File: src/blr_pkg.sv
`timescale 1ns / 1ps
// Shared types and constants for the bilinear resize block.
// No dependencies; blr_ctrl, blr_dp and the top level import this package.
package blr_pkg;

  // Default sizes, handed to the top-level parameters
  localparam int DEF_MAX_SOURCE_SIDE = 256;
  localparam int DEF_MAX_TARGET_SIDE = 1024;
  localparam int DEF_FRACTION_BITS   = 16;

  // Fixed field widths of the ports
  localparam int CH_W       = 8;
  localparam int CHANNELS   = 3;
  localparam int PIX_W      = CH_W * CHANNELS;
  localparam int COORD_W    = 10;
  localparam int SRC_REG_W  = 9;
  localparam int TGT_REG_W  = 11;
  localparam int CFG_DATA_W = 11;
  localparam int CFG_IDX_W  = 2;

  // Configuration register indexes
  localparam logic [CFG_IDX_W-1:0] REG_SOURCE_WIDTH  = 2'd0;
  localparam logic [CFG_IDX_W-1:0] REG_SOURCE_HEIGHT = 2'd1;
  localparam logic [CFG_IDX_W-1:0] REG_TARGET_WIDTH  = 2'd2;
  localparam logic [CFG_IDX_W-1:0] REG_TARGET_HEIGHT = 2'd3;

  // Operation and status codes
  localparam logic OP_LOAD      = 1'b0;
  localparam logic OP_SAMPLE    = 1'b1;
  localparam logic STATUS_OK    = 1'b0;
  localparam logic STATUS_RANGE = 1'b1;

  typedef struct packed {
    logic               op;
    logic [CH_W-1:0]    in_red;
    logic [CH_W-1:0]    in_green;
    logic [CH_W-1:0]    in_blue;
    logic [COORD_W-1:0] dst_col;
    logic [COORD_W-1:0] dst_row;
  } in_t;

  typedef struct packed {
    logic [CH_W-1:0]    res_red;
    logic [CH_W-1:0]    res_green;
    logic [CH_W-1:0]    res_blue;
    logic [COORD_W-1:0] res_col;
    logic [COORD_W-1:0] res_row;
    logic               status;
  } out_t;

  // Neighbour select: left/right column, top/bottom row
  typedef enum logic [1:0] {
    NBR_00,
    NBR_10,
    NBR_01,
    NBR_11
  } nbr_t;

  typedef enum logic [3:0] {
    ST_IDLE,
    ST_DIV_X,
    ST_WAIT_X,
    ST_DIV_Y,
    ST_WAIT_Y,
    ST_MAP,
    ST_IDX,
    ST_BASE,
    ST_RD00,
    ST_RD10,
    ST_RD01,
    ST_RD11,
    ST_LAST,
    ST_HORIZ,
    ST_VERT,
    ST_EMIT
  } state_t;

  // Controller to datapath
  typedef struct packed {
    logic accept;
    logic load_wr;
    logic div_start;
    logic ratio_ld;
    logic axis_y;
    logic map;
    logic idx;
    logic base;
    nbr_t rd_sel;
    logic lat_en;
    nbr_t lat_sel;
    logic horiz;
    logic vert;
    logic emit;
  } cmd_t;

  // Datapath to controller
  typedef struct packed {
    logic div_done;
    logic oob;
  } sts_t;

endpackage

File: src/blr_ctrl.sv
`timescale 1ns / 1ps
// Controller for the bilinear resize block: sequences ratio division,
// coordinate mapping, frame store reads and interpolation. Uses blr_pkg.
module blr_ctrl (
  input  logic          clk,
  input  logic          rst,
  input  logic          start,
  input  logic          op,
  input  logic          cfg_we,
  input  blr_pkg::sts_t sts,
  output blr_pkg::cmd_t cmd,
  output logic          busy
);
  import blr_pkg::*;

  state_t state, state_next;
  logic   stale;

  // State register
  always_ff @(posedge clk) begin
    if (rst) begin
      state <= ST_IDLE;
    end else begin
      state <= state_next;
    end
  end

  // Mark ratios out of date on any register write; a write wins over the clear
  always_ff @(posedge clk) begin
    if (rst) begin
      stale <= 1'b0;
    end else if (cfg_we) begin
      stale <= 1'b1;
    end else if (state == ST_IDLE) begin
      stale <= 1'b0;
    end
  end

  // Next state and commands
  always_comb begin
    cmd        = '0;
    state_next = state;
    busy       = (state != ST_IDLE) || stale;
    case (state)
      ST_IDLE: begin
        if (stale) begin
          state_next = ST_DIV_X;
        end else if (start) begin
          cmd.accept = 1'b1;
          if (op == OP_LOAD) begin
            cmd.load_wr = 1'b1;
          end else begin
            state_next = ST_MAP;
          end
        end
      end
      ST_DIV_X: begin
        cmd.div_start = 1'b1;
        state_next    = ST_WAIT_X;
      end
      ST_WAIT_X: begin
        if (sts.div_done) begin
          cmd.ratio_ld = 1'b1;
          state_next   = ST_DIV_Y;
        end
      end
      ST_DIV_Y: begin
        cmd.div_start = 1'b1;
        cmd.axis_y    = 1'b1;
        state_next    = ST_WAIT_Y;
      end
      ST_WAIT_Y: begin
        cmd.axis_y = 1'b1;
        if (sts.div_done) begin
          cmd.ratio_ld = 1'b1;
          state_next   = ST_IDLE;
        end
      end
      ST_MAP: begin
        if (sts.oob) begin
          state_next = ST_EMIT;
        end else begin
          cmd.map    = 1'b1;
          state_next = ST_IDX;
        end
      end
      ST_IDX: begin
        cmd.idx    = 1'b1;
        state_next = ST_BASE;
      end
      ST_BASE: begin
        cmd.base   = 1'b1;
        state_next = ST_RD00;
      end
      ST_RD00: begin
        cmd.rd_sel = NBR_00;
        state_next = ST_RD10;
      end
      ST_RD10: begin
        cmd.rd_sel  = NBR_10;
        cmd.lat_en  = 1'b1;
        cmd.lat_sel = NBR_00;
        state_next  = ST_RD01;
      end
      ST_RD01: begin
        cmd.rd_sel  = NBR_01;
        cmd.lat_en  = 1'b1;
        cmd.lat_sel = NBR_10;
        state_next  = ST_RD11;
      end
      ST_RD11: begin
        cmd.rd_sel  = NBR_11;
        cmd.lat_en  = 1'b1;
        cmd.lat_sel = NBR_01;
        state_next  = ST_LAST;
      end
      ST_LAST: begin
        cmd.lat_en  = 1'b1;
        cmd.lat_sel = NBR_11;
        state_next  = ST_HORIZ;
      end
      ST_HORIZ: begin
        cmd.horiz  = 1'b1;
        state_next = ST_VERT;
      end
      ST_VERT: begin
        cmd.vert   = 1'b1;
        state_next = ST_EMIT;
      end
      ST_EMIT: begin
        cmd.emit   = 1'b1;
        state_next = ST_IDLE;
      end
      default: begin
        state_next = ST_IDLE;
      end
    endcase
  end

endmodule

File: config.mk
export PLATFORM = sky130hd
export DESIGN_NAME = blr_ctrl
export DESIGN_NICKNAME = d
export VERILOG_FILES = /design/src/blr_pkg.sv /design/src/blr_ctrl.sv
export SDC_FILE = /design/constraint.sdc
export NUM_CORES = 1
export LEC_CHECK = 0
export ABC_CLOCK_PERIOD_IN_PS = 1700
export BUFFER_PORTS_ARGS = -buffer_cell sky130_fd_sc_hd__buf_2
export CAP_MARGIN = 10
export CORE_AREA = 8 8 45 47
export CTS_BUF_LIST = sky130_fd_sc_hd__clkbuf_4
export DETAILED_ROUTE_END_ITERATION = 7
export DIE_AREA = 0 0 53 55
export SKIP_CTS_REPAIR_TIMING = 1
export SYNTH_ARGS = -nofsm -noshare
export SYNTH_HDL_FRONTEND = slang
export SYNTH_SLANG_ARGS = --single-unit
File: constraint.sdc
create_clock -name clk -period 1.7 [get_ports clk]
set_clock_uncertainty 0.05 [all_clocks]
set_input_delay 0.255 -clock clk [delete_from_list [all_inputs] [get_ports clk]]
set_output_delay 0.255 -clock clk [all_outputs]
set_load 0.005 [all_outputs]
* Word-level counts from Yosys, hierarchy flattened
Cells that the tools add are included.
** Word-level totals
- Logic and storage cells :: 55
- Input bits :: 7
- Register bits after elaboration :: 5
- Output and inout port bits :: 17
** Operators by class
- Equality and inequality tests :: 19
- Reduce and logical (&&, ||, !) cells :: 8
- Mux-type cells :: 26
** Operators by type and width (count)
- $pmux 4 s16 :: 1
- $eq 4x4->1 const B :: 8
- $mux 4 :: 6
- $eq 4x3->1 const B :: 4
- $mux 1 :: 14
- $pmux 3 s4 :: 1
- $eq 4x2->1 const B :: 2
- $mux 2 :: 3
- $ne 3x3->1 const B :: 2
- $pmux 2 s3 :: 1
- $reduce_or 2->1 :: 3
- $eq 4x1->1 const B :: 1
- $logic_not 4->1 :: 1
- $ne 2x2->1 const B :: 2
- $reduce_and 4->1 :: 1
- $reduce_bool 4->1 :: 1
- $reduce_bool 2->1 :: 1
- $logic_or 1x1->1 :: 1

* Depth between registers and ports, before layout
Gate-level depths: netlist of run 1.
- Word-level depth :: 4
- Depth in mapped cells :: 4
- Depth with buffers taken out :: 3

* Worst setup path after synthesis of run 1
Ideal clock, no wire load.
- Path type :: flip-flop to output port
- From :: register state[0]
- To :: output busy
- Path buffers :: 0
- Arrival time :: 1041 ps
- Setup slack :: 354 ps
- Stages on the path, launching flop included :: 4
- Path through :: dfxtp_1 > or4_1 > nor2_1 > inv_1
** Between the ends
- Word-level cells in the longest chain between the ends :: 2
** Ends and longest elaborated chain
- from (decl) :: RTL line blr_ctrl.sv:16 : state_t state, state_next;
- from (signal assigned) :: RTL line blr_ctrl.sv:24 : state <= state_next;
- $reduce_bool 4->1 :: RTL line blr_ctrl.sv:43 : busy = (state != ST_IDLE) || stale;
- $logic_or 1x1->1 :: RTL line blr_ctrl.sv:43
- to (decl) :: RTL line blr_ctrl.sv:12 : output logic busy
Every way passes these cells.

* Final worst setup path of run 1
- From :: register state[1]
- To :: output busy
The elaborated chain is that of the path after synthesis.

==> results of run 1 <==
-- cell type report --
| class | instances | area (µm²) | share of cell area [%] |
|---|---|---|---|
| multi-input cells | 46 | 305 | 47.6 |
| repair buffers | 29 | 164 | 25.5 |
| well taps | 16 | 20.0 | 3.12 |
| flip-flops and latches | 5 | 100 | 15.6 |
| clock buffers | 4 | 30.0 | 4.68 |
| inverters | 6 | 22.5 | 3.51 |
-- worst paths after layout --
path / endpoint / cells past startpoint / start / slack, ns
worst max-delay path: busy / 4 / state[1] / 0.02
worst min-delay path: stale / 3 / cfg_we / 0.20
worst max register to register: state[0] / 4 / state[1] / 0.22
worst min register to register: stale / 2 / stale / 0.54
-- synthesized netlist by cell type, drive strengths merged --
| master | number | area share (%) |
|---|---|---|
| nor2 | 11 | 9.7 |
| o31ai | 1 | 1.8 |
| and2 | 1 | 1.5 |
| or2 | 1 | 1.5 |
| buf | 3 | 4.1 |
| nor4 | 1 | 2.9 |
| o21a | 1 | 1.8 |
| inv | 6 | 5.3 |
| clkbuf | 1 | 0.88 |
| o32ai | 1 | 2.1 |
| xnor2 | 2 | 4.1 |
| or4 | 1 | 1.8 |
| or3 | 2 | 2.9 |
| nor3 | 3 | 3.5 |
| nor2b | 1 | 1.5 |
| nand2 | 4 | 3.5 |
| and3b | 2 | 4.1 |
| nand2b | 2 | 2.9 |
| dfxtp | 5 | 24 |
| and3 | 1 | 1.8 |
| nor3b | 2 | 3.5 |
| nand3 | 1 | 1.2 |
| nor4b | 1 | 2.1 |
| a221oi | 1 | 3.5 |
| a21oi | 4 | 4.7 |
| a31oi | 1 | 1.5 |
| or3b | 1 | 2.1 |
-- power groups by stage --
stage | Sequential [µW] | Combinational, µW | Clock, µW
after global placement | 154 | 384 | 0
after detailed placement | 156 | 393 | 0
final | 157 | 469 | 147
after global routing | 161 | 524 | 159
after CTS | 154 | 395 | 154
after floorplan | 160 | 269 | 0
-- metrics by stage --
stage,total power [µW],cells,area [µm²]
detailed placement,549,100,568
CTS,703,104,598
finish,773,106,642
floorplan,430,61,424
global placement,539,100,568
global route,844,106,642
-- worst min-delay path: stages --
cell and delay (ns):
buf_2 0.08, a21oi_1 0.04, nor2_1 0.07
-- sequential cells by signal (all words and copies together), names as in the netlist --
register and cells:
stale 1, state 4
-- cell families after synthesis --
family	after synthesis	synth area share, %
compound gates	9	15.3
xor+xnor	2	4.13
buf+inv	10	10.3
flops	5	23.6
simple gates	35	46.6
-- routing by layer --
| layer | GRT usage [%] | vias up |
|---|---|---|
| li1 | - | 268 |
| met1 | 9.60 | 230 |
| met2 | 16.8 | 15 |
| met3 | 1.07 | 4 |
| met4 | 7.76 | 0 |
| met5 | 0 | - |
==> impl_metrics.env, run 1 <==
export IMPL_vias=517
export IMPL_grt_max_degree=16
export IMPL_tightest_slew_ns=0.328
export IMPL_syn_mean_instance_area_um2=6.95
export IMPL_ys_seq_elements=5
export IMPL_yosysWarnings=0
export IMPL_power_internal_uw=474
export IMPL_place_ws_ns=0.195
export IMPL_max_vdd_ir_drop_v=0.000683
export IMPL_switching_share_pct=38.6
export IMPL_ys_seq_area_share_pct=23.6
export IMPL_final_common_cell="buf_2"
export IMPL_clockBufferDepth=2
export IMPL_fin_crit_sh_pct=98.6
export IMPL_insertion_delay_ns=0.23
export IMPL_endpoint_kind="output pin"
export IMPL_cts_clk_slew_worst_paths_ns=0.04
export IMPL_dieHeight_um=55
export IMPL_drt_iter0_drc=5
export IMPL_pwr_share_comb_pct=60.7
export IMPL_cts_tree="done"
export IMPL_p_leak_uw=0.000326
export IMPL_syn_area_um2=424
export IMPL_fillerInstances=156
export IMPL_power_density_nw_per_um2=1200
export IMPL_fin_crit_ns=1.68
export IMPL_dr_max_layer_used="met4"
export IMPL_grt_overflow=0
export IMPL_cp_slowest_cell="or4_4"
export IMPL_slew_violations=0
export IMPL_timing_final_ws_setup_ns=0.0238
export IMPL_synth_cells=61
export IMPL_hpwl_um=991
export IMPL_initial_core_util_pct=30.7
export IMPL_cp_top_family="simple AND/OR/NAND/NOR gates"
export IMPL_first_global_vias=486
export IMPL_final_cell_mix="buf_2 (23), nor2_1 (10), inv_1 (6)"
export IMPL_antenna_found_initial=0
export IMPL_finalCoreUtilization_pct=46.4
export IMPL_drc=0
export IMPL_viasPerCell=4.88
export IMPL_rows=14
export IMPL_whs_ns=0.200
export IMPL_design_core_area_um2=1380
export IMPL_holdCritPathClass="input pin to flip-flop"
export IMPL_clockPowerShare_pct=19.0
export IMPL_diodes=0
export IMPL_track_usage_pct=9.35
export IMPL_crit_type="flip-flop to output pin"
export IMPL_cp_buffers_inverters=2
export IMPL_grt_pass1_wl_um=2030
export IMPL_status="finished clean"
export IMPL_max_freq_mhz=597
export IMPL_place_gp_congestion=0.800
export IMPL_hold_viol=0
export IMPL_cp_arrival_ns=1.37
export IMPL_wl_met3_um=90
export IMPL_drive_above_1_share_pct=45.6
export IMPL_slew_headroom_pct=78.0
export IMPL_htree_levels=1
export IMPL_cp_max_fo=2
export IMPL_nNetsFinal=98
export IMPL_rsz0062_at_grt="true"
export IMPL_port_buffers=23
export IMPL_drt_met1_wl_um=499
export IMPL_drv_cap=0
export IMPL_start_kind="flip-flop"
export IMPL_dieWidth_um=53
export IMPL_critPathMaxStageDelay_ns=0.55
export IMPL_root_buffer="clkbuf_4"
export IMPL_wl_per_cell_um=12.2
export IMPL_ant_nets=0
export IMPL_p_sw_uw=298
export IMPL_area_growth_pct=51.3
export IMPL_pwr_share_seq_pct=20.3
export IMPL_clock_sinks=5
export IMPL_drt_pass1_iter_count=4
export IMPL_tns_ns=0
export IMPL_setup_viol_count_final=0
export IMPL_syn_nets=68
export IMPL_die_area_um2=2920
export IMPL_path_cells="or4_4 > nor2_4 > inv_1 > buf_2"
export IMPL_cts_made_buffers=3
export IMPL_yosysUniqueCellTypes=28
export IMPL_routed_wl_um=1290
export IMPL_ios=24
export IMPL_worst_endpoint_required_ns=1.39
export IMPL_dr_wl_met2_um=688
Note: power is estimated with default switching activity, not from simulation.
==> run 2, diff against run 1 <==
- ABC_CLOCK_PERIOD_IN_PS: 1700 -> 1970
- clock period: 1.7 -> 1.97 ns (I/O delays scaled with it)
==> run 2 against run 1 <==
  * Critical path depth unchanged
  * Clock power down 14%
  * Global-route usage fell by 1.0 points
  * Worst hold slack gained 0.021 ns
  * Die area is the same
  * Clock-buffer cell count stayed put
  * Non-clock buffer count fell by 2
  * Final area fell by 6.8%
  * Sequential power shrank 16%
  * Sequential cell count unchanged
  * Utilization decreased by 3.2 points
  * Worst setup slack better by 0.15 ns
  * Critical path type unchanged
==> impl_metrics.env, run 2 (synthesis gave the netlist of run 1 again) <==
export IMPL_status="finished clean"
export IMPL_initial_core_util_pct=30.7
export IMPL_clock_sinks=5
export IMPL_rows=14
export IMPL_final_cell_mix="buf_2 (23), nor2_1 (11), inv_1 (6)"
export IMPL_viasPerCell=4.92
export IMPL_largest_reg_flops=4
export IMPL_crit_type="flip-flop to output pin"
export IMPL_fin_cells=104
export IMPL_hold_viol=0
export IMPL_tns_ns=0
export IMPL_p_leak_uw=0.000310
export IMPL_ios=24
export IMPL_placed_cells=100
export IMPL_top_regs="state x4, stale x1"
export IMPL_drc=0
export IMPL_place_area_um2=568
export IMPL_max_freq_mhz=557
export IMPL_drt_iter0_drc=8
export IMPL_nNetsFinal=96
export IMPL_top_register="state"
export IMPL_root_buffer="clkbuf_4"
export IMPL_cp_max_fo=2
export IMPL_diodes=0
export IMPL_fin_crit_ns=1.80
export IMPL_power_density_nw_per_um2=992
export IMPL_routed_wl_um=1170
export IMPL_area_growth_pct=41.0
export IMPL_grt_max_degree=16
export IMPL_cts_tree="done"
export IMPL_final_common_cell="buf_2"
export IMPL_max_vdd_ir_drop_v=0.000682
export IMPL_slew_violations=0
export IMPL_ant_nets=0
export IMPL_path_cells="or4_1 > nor2_1 > inv_1 > buf_2"
export IMPL_htree_levels=1
export IMPL_wl_per_cell_um=11.3
export IMPL_grt_pass1_wl_um=1870
export IMPL_slew_headroom_pct=80.9
export IMPL_vias=512
export IMPL_track_usage_pct=8.32
export IMPL_critPathMaxStageDelay_ns=0.54
export IMPL_drt_pass1_iter_count=4
export IMPL_place_gp_congestion=0.812
export IMPL_holdCritPathClass="input pin to flip-flop"
export IMPL_cp_arrival_ns=1.45
export IMPL_cp_buffers_inverters=2
export IMPL_setup_viol_count_final=0
export IMPL_tightest_slew_ns=0.284
export IMPL_first_global_vias=467
export IMPL_fin_area_um2=598
export IMPL_dieWidth_um=53
export IMPL_drv_cap=0
export IMPL_endpoint_kind="output pin"
export IMPL_rsz0062_at_grt="false"
export IMPL_fin_crit_sh_pct=91.2
export IMPL_fillerInstances=162
export IMPL_port_buffers=23
export IMPL_clockBufferDepth=2
export IMPL_dieHeight_um=55
export IMPL_cts_made_buffers=3
export IMPL_insertion_delay_ns=0.24
export IMPL_cts_clk_slew_worst_paths_ns=0.04
export IMPL_antenna_found_initial=0
export IMPL_cp_slowest_cell="or4_1"
export IMPL_start_kind="flip-flop"
export IMPL_die_area_um2=2920
export IMPL_cp_top_family="simple AND/OR/NAND/NOR gates"
export IMPL_design_core_area_um2=1380
export IMPL_hpwl_um=925
export IMPL_drive_above_1_share_pct=40.9
export IMPL_worst_endpoint_required_ns=1.62
export IMPL_grt_overflow=0
==> run 2: final timing paths <==
check	startpoint	end	slack [ns]	cells past startpoint
setup / recovery	state[0]	busy	0.17	4
hold / removal	cfg_we	stale	0.22	3
setup reg to reg	state[1]	state[0]	0.50	4
hold reg to reg	stale	stale	0.46	2
==> run 2: final cells by class <==
cell class	count	area (µm²)	area share [%]
well taps	16	20.0	3.35
clock buffers	4	30.0	5.02
inverters	6	22.5	3.77
multi-input cells	46	280	46.9
flip-flops and latches	5	100	16.7
repair buffers	27	145	24.3
==> run 2: metrics by stage <==
stage          hold slack (ns)  utilization (%)  setup WS [ns]  power (µW)
3_5_place_dp             0.457             41.0          0.419         473
4_1_cts                  0.219             43.2          0.155         606
6_report                 0.220             43.2          0.173         593
3_3_place_gp             0.459             41.0          0.465         464
2_1_floorplan            0.312                -          0.583         371
5_1_grt                  0.232             43.2          0.112         650
==> run 2: per-layer routing <==
metal	part of all wire [%]	GRT usage, %	vias to the layer above	routed length, µm
met5	0	0	-	0
met4	1.3	6.90	0	15
met3	7.5	1.07	2	88
met2	50	13.9	13	584
met1	41	9.30	235	486
li1	-	-	262	-
==> run 2: where the power goes <==
part           total [µW]  switching, µW  internal [µW]  leakage [µW]
sequential            132           9.35            123     0.0000411
clock                 127           37.4           90.0     0.0000184
combinational         334            183            151      0.000250
total                 593            229            364      0.000310
==> run 2: worst reg2reg max path, stage by stage, from the launching register on <==
cell and delay [ns]:
dfxtp_1 0.30, buf_4 0.17, nand2b_1 0.20, or3_1 0.38, a221oi_2 0.27
==> run 3, diff against run 2 <==
- ABC_CLOCK_PERIOD_IN_PS: 1970 -> 2350
- clock period: 1.97 -> 2.35 ns (I/O delays scaled with it)
==> run 3 against run 2 <==
  * Power decreased by 20%
  * Via count decreased by 5.7%
  * Clock-buffer cell count unchanged
  * Final area decreased by 5.0%
  * Sequential cell count did not move
  * Register-to-register slack better by 0.26 ns
  * Worst hold slack improved by 0.054 ns
  * Worst setup slack gained 0.17 ns
  * First-iteration DRC count is 25% lower
  * Clock power fell by 13%
  * Largest cell class unchanged
==> impl_metrics.env, run 3 (synthesis gave the netlist of run 1 again) <==
export IMPL_drv_cap=0
export IMPL_fin_crit_ns=2.01
export IMPL_diodes=0
export IMPL_die_area_um2=2920
export IMPL_nNetsFinal=92
export IMPL_setup_viol_count_final=0
export IMPL_slew_violations=0
export IMPL_critPathMaxStageDelay_ns=0.56
export IMPL_cp_slowest_cell="or4_1"
export IMPL_cp_arrival_ns=1.61
export IMPL_ant_nets=0
export IMPL_worst_endpoint_required_ns=1.95
export IMPL_clockBufferDepth=2
export IMPL_drt_pass1_iter_count=4
export IMPL_hpwl_um=868
export IMPL_dieWidth_um=53
export IMPL_antenna_found_initial=0
export IMPL_path_cells="or4_1 > nor2_1 > inv_1 > buf_2"
export IMPL_initial_core_util_pct=30.7
export IMPL_vias=483
export IMPL_seq_area_um2=100
export IMPL_grt_overflow=0
export IMPL_cp_max_fo=16
export IMPL_area_growth_pct=33.9
export IMPL_crit_type="flip-flop to output pin"
export IMPL_insertion_delay_ns=0.24
export IMPL_cts_made_buffers=3
export IMPL_largest_reg_flops=4
export IMPL_grt_pass1_wl_um=1800
export IMPL_first_global_vias=441
export IMPL_top_register="state"
export IMPL_use_met1_pct=9.13
export IMPL_dieHeight_um=55
export IMPL_hold_viol=0
export IMPL_cts_clk_slew_worst_paths_ns=0.04
export IMPL_met2_usage_pct=12.9
export IMPL_drc=0
export IMPL_rsz0062_at_grt="false"
export IMPL_drive_above_1_share_pct=38.1
export IMPL_final_common_cell="buf_2"
export IMPL_viasPerCell=4.83
export IMPL_track_usage_pct=8.26
export IMPL_top_usage_layer="met2"
export IMPL_max_vdd_ir_drop_v=0.000376
export IMPL_ios=24
export IMPL_endpoint_kind="output pin"
export IMPL_wl_per_cell_um=11.4
export IMPL_htree_levels=1
export IMPL_place_gp_congestion=0.785
export IMPL_status="finished clean"
export IMPL_grt_max_degree=17
export IMPL_design_core_area_um2=1380
export IMPL_max_freq_mhz=497
export IMPL_port_buffers=23
export IMPL_power_density_nw_per_um2=838
export IMPL_p_total_uw=476
export IMPL_rows=14
export IMPL_routed_wl_um=1140
export IMPL_use_met3_pct=2.14
export IMPL_fillerInstances=163
export IMPL_top_regs="state x4, stale x1"
export IMPL_root_buffer="clkbuf_4"
export IMPL_slew_headroom_pct=65.7
export IMPL_drt_iter0_drc=6
export IMPL_fin_crit_sh_pct=85.6
export IMPL_tns_ns=0
export IMPL_holdCritPathClass="input pin to flip-flop"
export IMPL_cts_tree="done"
export IMPL_multi_input_area_um2=280
export IMPL_tightest_slew_ns=0.513
export IMPL_final_cell_mix="buf_2 (23), nor2_1 (11), inv_1 (6)"
export IMPL_p_leak_uw=0.000288
export IMPL_clock_sinks=5
export IMPL_start_kind="flip-flop"
==> run 3: cell count changes in the layout (fill, tap and decap cells not counted) <==
cell and change:
buf_4 -4
==> run 3: worst paths after layout <==
kind         slack [ns]  endpoint  startpoint  cells after the start
max                0.34      busy    state[2]                      4
max reg2reg        0.76  state[0]    state[2]                      3
min reg2reg        0.46     stale       stale                      2
min                0.27     stale      cfg_we                      3
==> run 3: layer usage <==
| layer | part of all wire, % | vias to the layer above |
|---|---|---|
| met5 | 0 | - |
| met4 | 1.3 | 0 |
| met3 | 7.4 | 2 |
| met2 | 47 | 11 |
| met1 | 44 | 215 |
| li1 | - | 255 |
==> run 3: power breakdown <==
group | switching, µW | internal, µW | total, µW
Clock | 35.6 | 75.7 | 111
Combinational | 102 | 106 | 209
Sequential | 52.9 | 103 | 156
==> run 3: metrics by stage <==
step                      setup slack (ns)  area, µm²  utilization [%]  std cells  hold WS, ns
final                                0.339        568             41.0        100        0.274
after floorplan                      0.906        424                -         61        0.369
after CTS                            0.317        568             41.0        100        0.268
after global placement               0.615        538             38.9         96        0.453
after global routing                 0.208        568             41.0        100        0.289
after detailed placement             0.593        538             38.9         96        0.454
==> run 3: critical path: cells and delay by family, from the launching register on <==
kind,cells,cell delay (ns)
flops,1,0.46
simple gates,2,0.73
buf+inv,2,0.17
==> run 3: area by class of cell <==
type | instances | share of cell area (%)
Timing Repair Buffer | 23 | 20.3
Clock buffer | 4 | 5.29
Tap cell | 16 | 3.52
Sequential cell | 5 | 17.6
Multi-Input combinational cell | 46 | 49.3
Inverter | 6 | 3.96
